--- src/peg_in_convex_polygon_check_assert.svh ---
// Assertion macros for the peg-in-polygon check.
// Included by the modules that carry assertions; needs i_clk and i_rst_n in scope.
`ifndef PEG_IN_CONVEX_POLYGON_CHECK_ASSERT_SVH
`define PEG_IN_CONVEX_POLYGON_CHECK_ASSERT_SVH
`ifndef SYNTHESIS
// Checked only out of reset.
`define PIC_AST(lbl, prop, msg) \
    lbl: assert property (@(posedge i_clk) disable iff (!i_rst_n) prop) \
        else $error(msg);
// Checked at every edge, reset included.
`define PIC_AST_ALL(lbl, prop, msg) \
    lbl: assert property (@(posedge i_clk) prop) else $error(msg);
`else
`define PIC_AST(lbl, prop, msg)
`define PIC_AST_ALL(lbl, prop, msg)
`endif
`endif

--- src/pic_pkg.sv ---
// Shared types and constants of the peg-in-polygon check.
// Used by the controller, the datapath and the top level.
package pic_pkg;

    localparam int RADIUS_W = 16;
    localparam int R2_W     = 32;
    localparam int VERDICT_W = 3;

    typedef enum logic [VERDICT_W-1:0] {
        VD_ILL   = 3'd0,
        VD_FIT   = 3'd1,
        VD_NOFIT = 3'd2,
        VD_FEW   = 3'd3,
        VD_OVF   = 3'd4
    } t_verdict;

    typedef enum logic [4:0] {
        ST_IDLE,
        ST_JUDGE,
        ST_TL_RD,
        ST_TL_SH,
        ST_T_SH,
        ST_T_MUL,
        ST_T_SUB,
        ST_T_CHK,
        ST_GL_RD,
        ST_GL_SH,
        ST_G_SH,
        ST_G_CR,
        ST_G_DOT,
        ST_G_LEN,
        ST_G_D1,
        ST_G_D2,
        ST_G_SUM,
        ST_G_PICK,
        ST_W_CSQ,
        ST_W_CSQ_WAIT,
        ST_W_RL,
        ST_W_RL_WAIT,
        ST_DONE
    } t_state;

    // Read address source for the vertex store.
    typedef enum logic [1:0] {
        RS_ZERO,
        RS_LAST,
        RS_NEXT
    } t_rsel;

    // Operand pairs of the two multipliers.
    typedef enum logic [2:0] {
        PR_TURN,
        PR_CR,
        PR_DOT,
        PR_LEN,
        PR_D1,
        PR_D2
    } t_pair;

    // Destination of the combined products; cross products subtract.
    typedef enum logic [2:0] {
        DST_NONE,
        DST_CR,
        DST_DOT,
        DST_LEN,
        DST_D1,
        DST_D2
    } t_dst;

    typedef struct packed {
        logic     peg_wr;
        logic     vtx_wr;
        logic     clr_count;
        logic     rd_en;
        t_rsel    rd_sel;
        logic     shift;
        logic     mul_en;
        t_pair    pair;
        t_dst     dst;
        logic     sign_clr;
        logic     sign_upd;
        logic     idx_clr;
        logic     idx_inc;
        logic     wm_csq;
        logic     wm_rl;
        logic     csq_ld;
        logic     res_ld;
        t_verdict res_code;
    } t_dp_cmd;

    typedef struct packed {
        logic ovf;
        logic few;
        logic idx_last;
        logic cr_zero;
        logic mixed;
        logic dot_neg;
        logic near;
        logic wm_done;
        logic wide_less;
        logic out_free;
    } t_dp_sts;

endpackage

--- src/pic_ctrl.sv ---
// Controller of the peg-in-polygon check: sequences the two vertex walks.
// Depends on pic_pkg and the assertion macro header.
`include "peg_in_convex_polygon_check_assert.svh"
module pic_ctrl (
    input  logic             i_clk,
    input  logic             i_rst_n,
    input  logic             i_in_valid,
    output logic             o_in_ready,
    input  logic             i_operation,
    input  logic             i_last_vertex,
    input  pic_pkg::t_dp_sts i_sts,
    output pic_pkg::t_dp_cmd o_cmd
);

    pic_pkg::t_state   r_state, n_state;
    logic [1:0]        r_ld, n_ld;
    pic_pkg::t_verdict r_code, n_code;
    logic              accept;

    assign accept = i_in_valid && o_in_ready;

    always_ff @(posedge i_clk) begin
        if (!i_rst_n) begin
            r_state <= pic_pkg::ST_IDLE;
            r_ld    <= '0;
            r_code  <= pic_pkg::VD_FIT;
        end else begin
            r_state <= n_state;
            r_ld    <= n_ld;
            r_code  <= n_code;
        end
    end

    always_comb begin
        n_state = r_state;
        n_ld    = r_ld;
        n_code  = r_code;
        unique case (r_state)
            pic_pkg::ST_IDLE: begin
                if (accept && i_operation && i_last_vertex) begin
                    n_state = pic_pkg::ST_JUDGE;
                end
            end
            pic_pkg::ST_JUDGE: begin
                if (i_sts.ovf) begin
                    n_code  = pic_pkg::VD_OVF;
                    n_state = pic_pkg::ST_DONE;
                end else if (i_sts.few) begin
                    n_code  = pic_pkg::VD_FEW;
                    n_state = pic_pkg::ST_DONE;
                end else begin
                    n_ld    = '0;
                    n_state = pic_pkg::ST_TL_RD;
                end
            end
            pic_pkg::ST_TL_RD: n_state = pic_pkg::ST_TL_SH;
            pic_pkg::ST_TL_SH: begin
                if (r_ld == 2'd2) begin
                    n_state = pic_pkg::ST_T_MUL;
                end else begin
                    n_ld    = r_ld + 2'd1;
                    n_state = pic_pkg::ST_TL_RD;
                end
            end
            pic_pkg::ST_T_SH:  n_state = pic_pkg::ST_T_MUL;
            pic_pkg::ST_T_MUL: n_state = pic_pkg::ST_T_SUB;
            pic_pkg::ST_T_SUB: n_state = pic_pkg::ST_T_CHK;
            pic_pkg::ST_T_CHK: begin
                if (i_sts.mixed) begin
                    n_code  = pic_pkg::VD_ILL;
                    n_state = pic_pkg::ST_DONE;
                end else if (i_sts.idx_last) begin
                    n_ld    = '0;
                    n_state = pic_pkg::ST_GL_RD;
                end else begin
                    n_state = pic_pkg::ST_T_SH;
                end
            end
            pic_pkg::ST_GL_RD: n_state = pic_pkg::ST_GL_SH;
            pic_pkg::ST_GL_SH: begin
                if (r_ld == 2'd1) begin
                    n_state = pic_pkg::ST_G_CR;
                end else begin
                    n_ld    = r_ld + 2'd1;
                    n_state = pic_pkg::ST_GL_RD;
                end
            end
            pic_pkg::ST_G_SH:  n_state = pic_pkg::ST_G_CR;
            pic_pkg::ST_G_CR:  n_state = pic_pkg::ST_G_DOT;
            pic_pkg::ST_G_DOT: n_state = pic_pkg::ST_G_LEN;
            pic_pkg::ST_G_LEN: begin
                // A center on the edge line or on both sides fails at once.
                if (i_sts.cr_zero || i_sts.mixed) begin
                    n_code  = pic_pkg::VD_NOFIT;
                    n_state = pic_pkg::ST_DONE;
                end else begin
                    n_state = pic_pkg::ST_G_D1;
                end
            end
            pic_pkg::ST_G_D1:  n_state = pic_pkg::ST_G_D2;
            pic_pkg::ST_G_D2:  n_state = pic_pkg::ST_G_SUM;
            pic_pkg::ST_G_SUM: n_state = pic_pkg::ST_G_PICK;
            pic_pkg::ST_G_PICK: begin
                if (!i_sts.dot_neg) begin
                    n_state = pic_pkg::ST_W_CSQ;
                end else if (i_sts.near) begin
                    n_code  = pic_pkg::VD_NOFIT;
                    n_state = pic_pkg::ST_DONE;
                end else if (i_sts.idx_last) begin
                    n_code  = pic_pkg::VD_FIT;
                    n_state = pic_pkg::ST_DONE;
                end else begin
                    n_state = pic_pkg::ST_G_SH;
                end
            end
            pic_pkg::ST_W_CSQ: n_state = pic_pkg::ST_W_CSQ_WAIT;
            pic_pkg::ST_W_CSQ_WAIT: begin
                if (i_sts.wm_done) begin
                    n_state = pic_pkg::ST_W_RL;
                end
            end
            pic_pkg::ST_W_RL: n_state = pic_pkg::ST_W_RL_WAIT;
            pic_pkg::ST_W_RL_WAIT: begin
                if (i_sts.wm_done) begin
                    if (i_sts.wide_less) begin
                        n_code  = pic_pkg::VD_NOFIT;
                        n_state = pic_pkg::ST_DONE;
                    end else if (i_sts.idx_last) begin
                        n_code  = pic_pkg::VD_FIT;
                        n_state = pic_pkg::ST_DONE;
                    end else begin
                        n_state = pic_pkg::ST_G_SH;
                    end
                end
            end
            pic_pkg::ST_DONE: begin
                if (i_sts.out_free) begin
                    n_state = pic_pkg::ST_IDLE;
                end
            end
            default: n_state = pic_pkg::ST_IDLE;
        endcase
    end

    always_comb begin
        o_in_ready       = 1'b0;
        o_cmd.peg_wr     = 1'b0;
        o_cmd.vtx_wr     = 1'b0;
        o_cmd.clr_count  = 1'b0;
        o_cmd.rd_en      = 1'b0;
        o_cmd.rd_sel     = pic_pkg::RS_NEXT;
        o_cmd.shift      = 1'b0;
        o_cmd.mul_en     = 1'b0;
        o_cmd.pair       = pic_pkg::PR_TURN;
        o_cmd.dst        = pic_pkg::DST_NONE;
        o_cmd.sign_clr   = 1'b0;
        o_cmd.sign_upd   = 1'b0;
        o_cmd.idx_clr    = 1'b0;
        o_cmd.idx_inc    = 1'b0;
        o_cmd.wm_csq     = 1'b0;
        o_cmd.wm_rl      = 1'b0;
        o_cmd.csq_ld     = 1'b0;
        o_cmd.res_ld     = 1'b0;
        o_cmd.res_code   = r_code;
        unique case (r_state)
            pic_pkg::ST_IDLE: begin
                o_in_ready = 1'b1;
                if (accept) begin
                    o_cmd.peg_wr = !i_operation;
                    o_cmd.vtx_wr = i_operation;
                end
            end
            pic_pkg::ST_JUDGE: begin
                o_cmd.sign_clr = 1'b1;
                o_cmd.idx_clr  = 1'b1;
            end
            pic_pkg::ST_TL_RD: begin
                o_cmd.rd_en  = 1'b1;
                o_cmd.rd_sel = (r_ld == 2'd0) ? pic_pkg::RS_LAST : pic_pkg::RS_NEXT;
            end
            pic_pkg::ST_TL_SH, pic_pkg::ST_T_SH, pic_pkg::ST_GL_SH, pic_pkg::ST_G_SH: begin
                o_cmd.shift = 1'b1;
            end
            pic_pkg::ST_T_MUL: begin
                o_cmd.mul_en = 1'b1;
                o_cmd.pair   = pic_pkg::PR_TURN;
                o_cmd.rd_en  = 1'b1;
            end
            pic_pkg::ST_T_SUB: o_cmd.dst = pic_pkg::DST_CR;
            pic_pkg::ST_T_CHK: begin
                o_cmd.sign_upd = 1'b1;
                if (!i_sts.mixed) begin
                    if (i_sts.idx_last) begin
                        o_cmd.sign_clr = 1'b1;
                        o_cmd.idx_clr  = 1'b1;
                    end else begin
                        o_cmd.idx_inc = 1'b1;
                    end
                end
            end
            pic_pkg::ST_GL_RD: begin
                o_cmd.rd_en  = 1'b1;
                o_cmd.rd_sel = (r_ld == 2'd0) ? pic_pkg::RS_ZERO : pic_pkg::RS_NEXT;
            end
            pic_pkg::ST_G_CR: begin
                o_cmd.mul_en = 1'b1;
                o_cmd.pair   = pic_pkg::PR_CR;
                o_cmd.rd_en  = 1'b1;
            end
            pic_pkg::ST_G_DOT: begin
                o_cmd.dst    = pic_pkg::DST_CR;
                o_cmd.mul_en = 1'b1;
                o_cmd.pair   = pic_pkg::PR_DOT;
            end
            pic_pkg::ST_G_LEN: begin
                o_cmd.dst      = pic_pkg::DST_DOT;
                o_cmd.mul_en   = 1'b1;
                o_cmd.pair     = pic_pkg::PR_LEN;
                o_cmd.sign_upd = 1'b1;
            end
            pic_pkg::ST_G_D1: begin
                o_cmd.dst    = pic_pkg::DST_LEN;
                o_cmd.mul_en = 1'b1;
                o_cmd.pair   = pic_pkg::PR_D1;
            end
            pic_pkg::ST_G_D2: begin
                o_cmd.dst    = pic_pkg::DST_D1;
                o_cmd.mul_en = 1'b1;
                o_cmd.pair   = pic_pkg::PR_D2;
            end
            pic_pkg::ST_G_SUM: o_cmd.dst = pic_pkg::DST_D2;
            pic_pkg::ST_G_PICK: begin
                o_cmd.idx_inc = i_sts.dot_neg && !i_sts.near && !i_sts.idx_last;
            end
            pic_pkg::ST_W_CSQ: o_cmd.wm_csq = 1'b1;
            pic_pkg::ST_W_CSQ_WAIT: o_cmd.csq_ld = i_sts.wm_done;
            pic_pkg::ST_W_RL: o_cmd.wm_rl = 1'b1;
            pic_pkg::ST_W_RL_WAIT: begin
                o_cmd.idx_inc = i_sts.wm_done && !i_sts.wide_less && !i_sts.idx_last;
            end
            pic_pkg::ST_DONE: begin
                o_cmd.res_ld    = i_sts.out_free;
                o_cmd.clr_count = i_sts.out_free;
            end
            default: ;
        endcase
    end

    `PIC_AST(a_res_slot_free, o_cmd.res_ld |-> i_sts.out_free, "verdict loaded over a pending one")
    `PIC_AST(a_walk_needs_three, (r_state == pic_pkg::ST_TL_RD) |-> (!i_sts.few && !i_sts.ovf), "walk started on a short or overflowed polygon")
    `PIC_AST(a_wmul_done_in_wait, i_sts.wm_done |-> (r_state == pic_pkg::ST_W_CSQ_WAIT || r_state == pic_pkg::ST_W_RL_WAIT), "wide product finished outside a wait state")
    `PIC_AST_ALL(a_ready_only_idle, o_in_ready |-> (r_state == pic_pkg::ST_IDLE), "input taken while busy")

endmodule

--- config.mk ---
export PLATFORM = sky130hd
export DESIGN_NAME = pic_ctrl
export DESIGN_NICKNAME = d
export VERILOG_FILES = /design/src/pic_pkg.sv /design/src/pic_ctrl.sv
export VERILOG_INCLUDE_DIRS = /design/src /design/src/src
export SDC_FILE = /design/constraint.sdc
export NUM_CORES = 1
export LEC_CHECK = 0
export BUFFER_PORTS_ARGS = -buffer_cell sky130_fd_sc_hd__buf_2
export CAP_MARGIN = 20
export CORE_MARGIN = 2
export CORE_UTILIZATION = 55
export DETAILED_ROUTE_END_ITERATION = 16
export GPL_TIMING_DRIVEN = 0
export PLACE_DENSITY = 0.81
export SYNTH_ARGS = -nofsm -noshare
export SYNTH_HDL_FRONTEND = slang
export SYNTH_SLANG_ARGS = --single-unit
--- constraint.sdc ---
create_clock -name i_clk -period 4.8 [get_ports i_clk]
set_input_delay 0.96 -clock i_clk [delete_from_list [all_inputs] [get_ports i_clk]]
set_output_delay 0.96 -clock i_clk [all_outputs]
set_load 0.005 [all_outputs]
==> results by group <==
Timing
  – Worst Skew: 0.00587 ns
  – Setup TNS: 0 ns
  – RSZ-0062 raised after global routing: false
  – Worst slew pin tran: 0.602 ns
  – Worst rel slew slack: 0.598
  – Hold Worst Slack: 0.465 ns
  – Crit path time final: 3.05 ns
  – Tcrit/Tclk final: 0.635
  – # setup viols final: 0
  – Final Hold Viols: 0
  – Fin. max-slew vios: 0
  – Fmax: 0.328 GHz

Yosys
  – Post-Syn Nets: 213
  – Unique masters post-synth: 52
  – Sequential area share after synthesis: 0.152
  – Synth async-reset ratio: 0
  – Syn avg cell area: 6.76 sq um
  – Cell Area, Synth: 1320 sq um
  – Synth Flop Type: dfxtp_1
  – Post-synth EDFFs: 0
  – Post-synth top area cell: dfxtp_1
  – Top-area cell type share of the netlist area: 0.152
  – Area contributors post-synth: dfxtp_1 (15%), nor2_1 (7.1%), nand2_1 (4.8%)
  – Warnings from Yosys: 0
  – Number of synthesized register bits: 10
  – Cells after Synth: 195

Critical path
  – Crit Reg-Reg Endpoint: r_ld[0]$_SDFFE_PN0P_
  – Critical Path AT: 2.09 ns
  – Crit Path Max Fanout: 10
  – Worst Path Required: 3.84 ns
  – Setup CP Type: reg -> out
  – Reg2reg setup slack: 2.88 ns
  – Crit start category: flip-flop
  – Setup crit end kind: output pin
  – Worst R2R Path Depth: 5
  – FF-to-FF Start: r_state[0]$_SDFFE_PN0P_

Routing
  – Vias per Instance: 6.39
  – Routed WL: 4.48 mm
  – Post-DRT Antenna Nets: 0
  – Initial DRC Count: 116
  – TritonRoute pass-1 iters: 5
  – DRC: 0
  – Wirelength per Cell: 16.8 um
  – Via Count: 1701

Clocking
  – CTS clk-pin slew, worst paths: 0.06 ns
  – TritonCTS clock tree: yes
  – Clock Latency Late Sink: 0.26 ns
  – Setup Fix Bufs, Post-CTS: 0
  – Clock Tree Root: clkbuf_4
  – Max Root-Sink Buffers: 2
  – Post-cts sizing count: 0
  – H-tree levels: 1
  – Hold buffer count at cts: 0
  – CTS Buf Count: 3
  – Clock sinks: 10

Finish
  – Final #Nets: 257
  – Design area: 1580 sq um
  – Diode count: 0
  – Area Growth Syn to Fin: 20.2%
  – Final Util: 0.709
  – Fillers: 208
  – Non-Filler Instances: 266
  – Share of layout cells above drive strength 1: 0.256

Pwr
  – Leak: 0.710 nW
  – Peak supply drop: 0.318 mV
  – PD cells: 382 nW/um^2

Floorplanning
  – # rows: 17
  – Die H: 52.9 um
  – Die area: 2800 sq um
  – I/O Pins: 41
  – Core box area: 2230 sq um
  – Die width: 52.9 um
  – Initial Util: 0.590

Placement
  – RD Place Congestion: 0.976
  – Area post-placement: 1550 sq um
  – Detailed placement HPWL: 3.53 mm
  – Buffers on Ports: 39
  – Placed Cells incl. Taps: 262

Hold path
  – Hold Path Cell Cnt: 2
  – WHS Endpoint: r_code[2]$_SDFFE_PN0P_
  – Worst Hold Launch: r_code[2]$_SDFFE_PN0P_
  – Min-Delay Path Class: reg -> reg

Status
  – Status: finished, final reports clean

Flow run
  – Max-Cap Viols: 0

Global route
  – Largest net degree at the start of global routing: 11
  – Vias in the first global route: 1551
  – Initial antenna violation count: 0
  – GRT Total Usage: 0.348
  – First-pass GRT wire length: 7.18 mm
  – GRT Residual Overflow: 0
-- routing by layer --
layer	up-vias	GRT usage	routed length, um
li1	792	-	-
met1	772	0.462	1770
met2	116	0.544	2080
met3	21	0.0565	480
met4	0	0.167	152
met5	-	0	0
-- kinds of logic (layout without fill, tap and decap cells) --
group / count (synthesis) / count (layout) / share of synthesized area
DFF: 10 / 10 / 0.152
xor gates and xnor gates: 4 / 4 / 0.0266
muxes: 4 / 4 / 0.0313
adders and majority gates: 3 / 3 / 0.0285
AOI/OAI and AO/OA: 43 / 43 / 0.225
buffers and inverters: 27 / 70 / 0.106
and+or+nand+nor: 104 / 104 / 0.430
-- worst max-delay path by stage --
stage	startpoint	endpoint	slack (ns)	cells after the start
after floorplan	i_sts[5]	o_cmd[10]	2.22	4
after global placement	i_sts[5]	o_cmd[10]	2.03	6
after detailed placement	i_sts[5]	o_cmd[10]	1.97	6
after CTS	r_state[3]$_SDFFE_PN0P_	o_cmd[10]	1.78	8
after global routing	r_state[3]$_SDFFE_PN0P_	o_cmd[10]	1.57	8
final	r_state[3]$_SDFFE_PN0P_	o_cmd[10]	1.75	8
-- critical path, cell delays in order, from the launching register on --
cell,delay (ns)
dfxtp_1,0.40
buf_2,0.26
buf_6,0.18
clkbuf_1,0.38
nor4_1,0.15
nand2_1,0.09
o21ai_0,0.11
buf_4,0.15
buf_2,0.11
-- final cells by class --
type                            instances  area [sq um]  share of cell area
Clock buffer                            4          36.3              0.0229
Tap cell                               28          35.0              0.0221
Timing Repair Buffer                   39           195               0.123
Multi-Input combinational cell        158           977               0.617
Buffer                                 17           103              0.0648
Sequential cell                        10           200               0.126
Inverter                               10          37.5              0.0237
-- layout by cell type (no fill, tap or decap), types with 2 or more instances in the layout --
master / n
o21ai_0: 7
nand3_1: 9
or3b_1: 2
nor3_1: 11
xnor2_1: 3
nor4_1: 3
or2_1: 3
clkbuf_4: 3
dfxtp_1: 10
o31ai_1: 2
mux2i_1: 3
or3_1: 4
buf_4: 2
nand2b_1: 3
a22o_1: 2
and3_1: 6
nor2_1: 25
a22oi_1: 2
inv_1: 10
o32a_1: 4
nand2_1: 17
nor2b_1: 6
nand3b_1: 3
buf_2: 46
a211o_1: 2
o22ai_1: 2
buf_6: 3
clkbuf_1: 2
a211oi_1: 2
buf_1: 3
ha_1: 3
nor3b_1: 3
a21oi_1: 11
-- synthesized netlist by cell type, types with 2 or more instances --
cell type and n:
and3_1 6, nor2b_1 6, dfxtp_1 10, or3b_1 2
nor3b_1 3, or2_1 3, xnor2_1 3, o21ai_0 7
o32a_1 4, buf_2 7, a22oi_1 2, nand2b_1 3
a22o_1 2, inv_1 10, nand3b_1 3, nor3_1 11
a211o_1 2, nand3_1 9, o31ai_1 2, buf_4 2
nor2_1 25, mux2i_1 3, or3_1 4, clkbuf_1 2
buf_6 3, o22ai_1 2, nor4_1 3, ha_1 3
nand2_1 17, a21oi_1 11, buf_1 3, a211oi_1 2
-- report_power, final --
group	total [W]	switching [W]	internal [W]	leakage, nW
Clock	0.0000718	0.0000259	0.0000459	0.0210
Combinational	0.000418	0.000248	0.000170	0.608
Sequential	0.000116	0.0000171	0.0000990	0.0812
-- through the flow --
stage | power (W) | setup WS, ns
finish | 0.000605 | 1.75
global route | 0.000650 | 1.57
CTS | 0.000596 | 1.78
detailed placement | 0.000521 | 1.97
global placement | 0.000511 | 2.03
floorplan | 0.000397 | 2.22
-- state kept, by name, summed over array words and instances, names as in the netlist --
register  flops
r_code        3
r_ld          2
r_state       5
(Power assumes the default switching activity.)
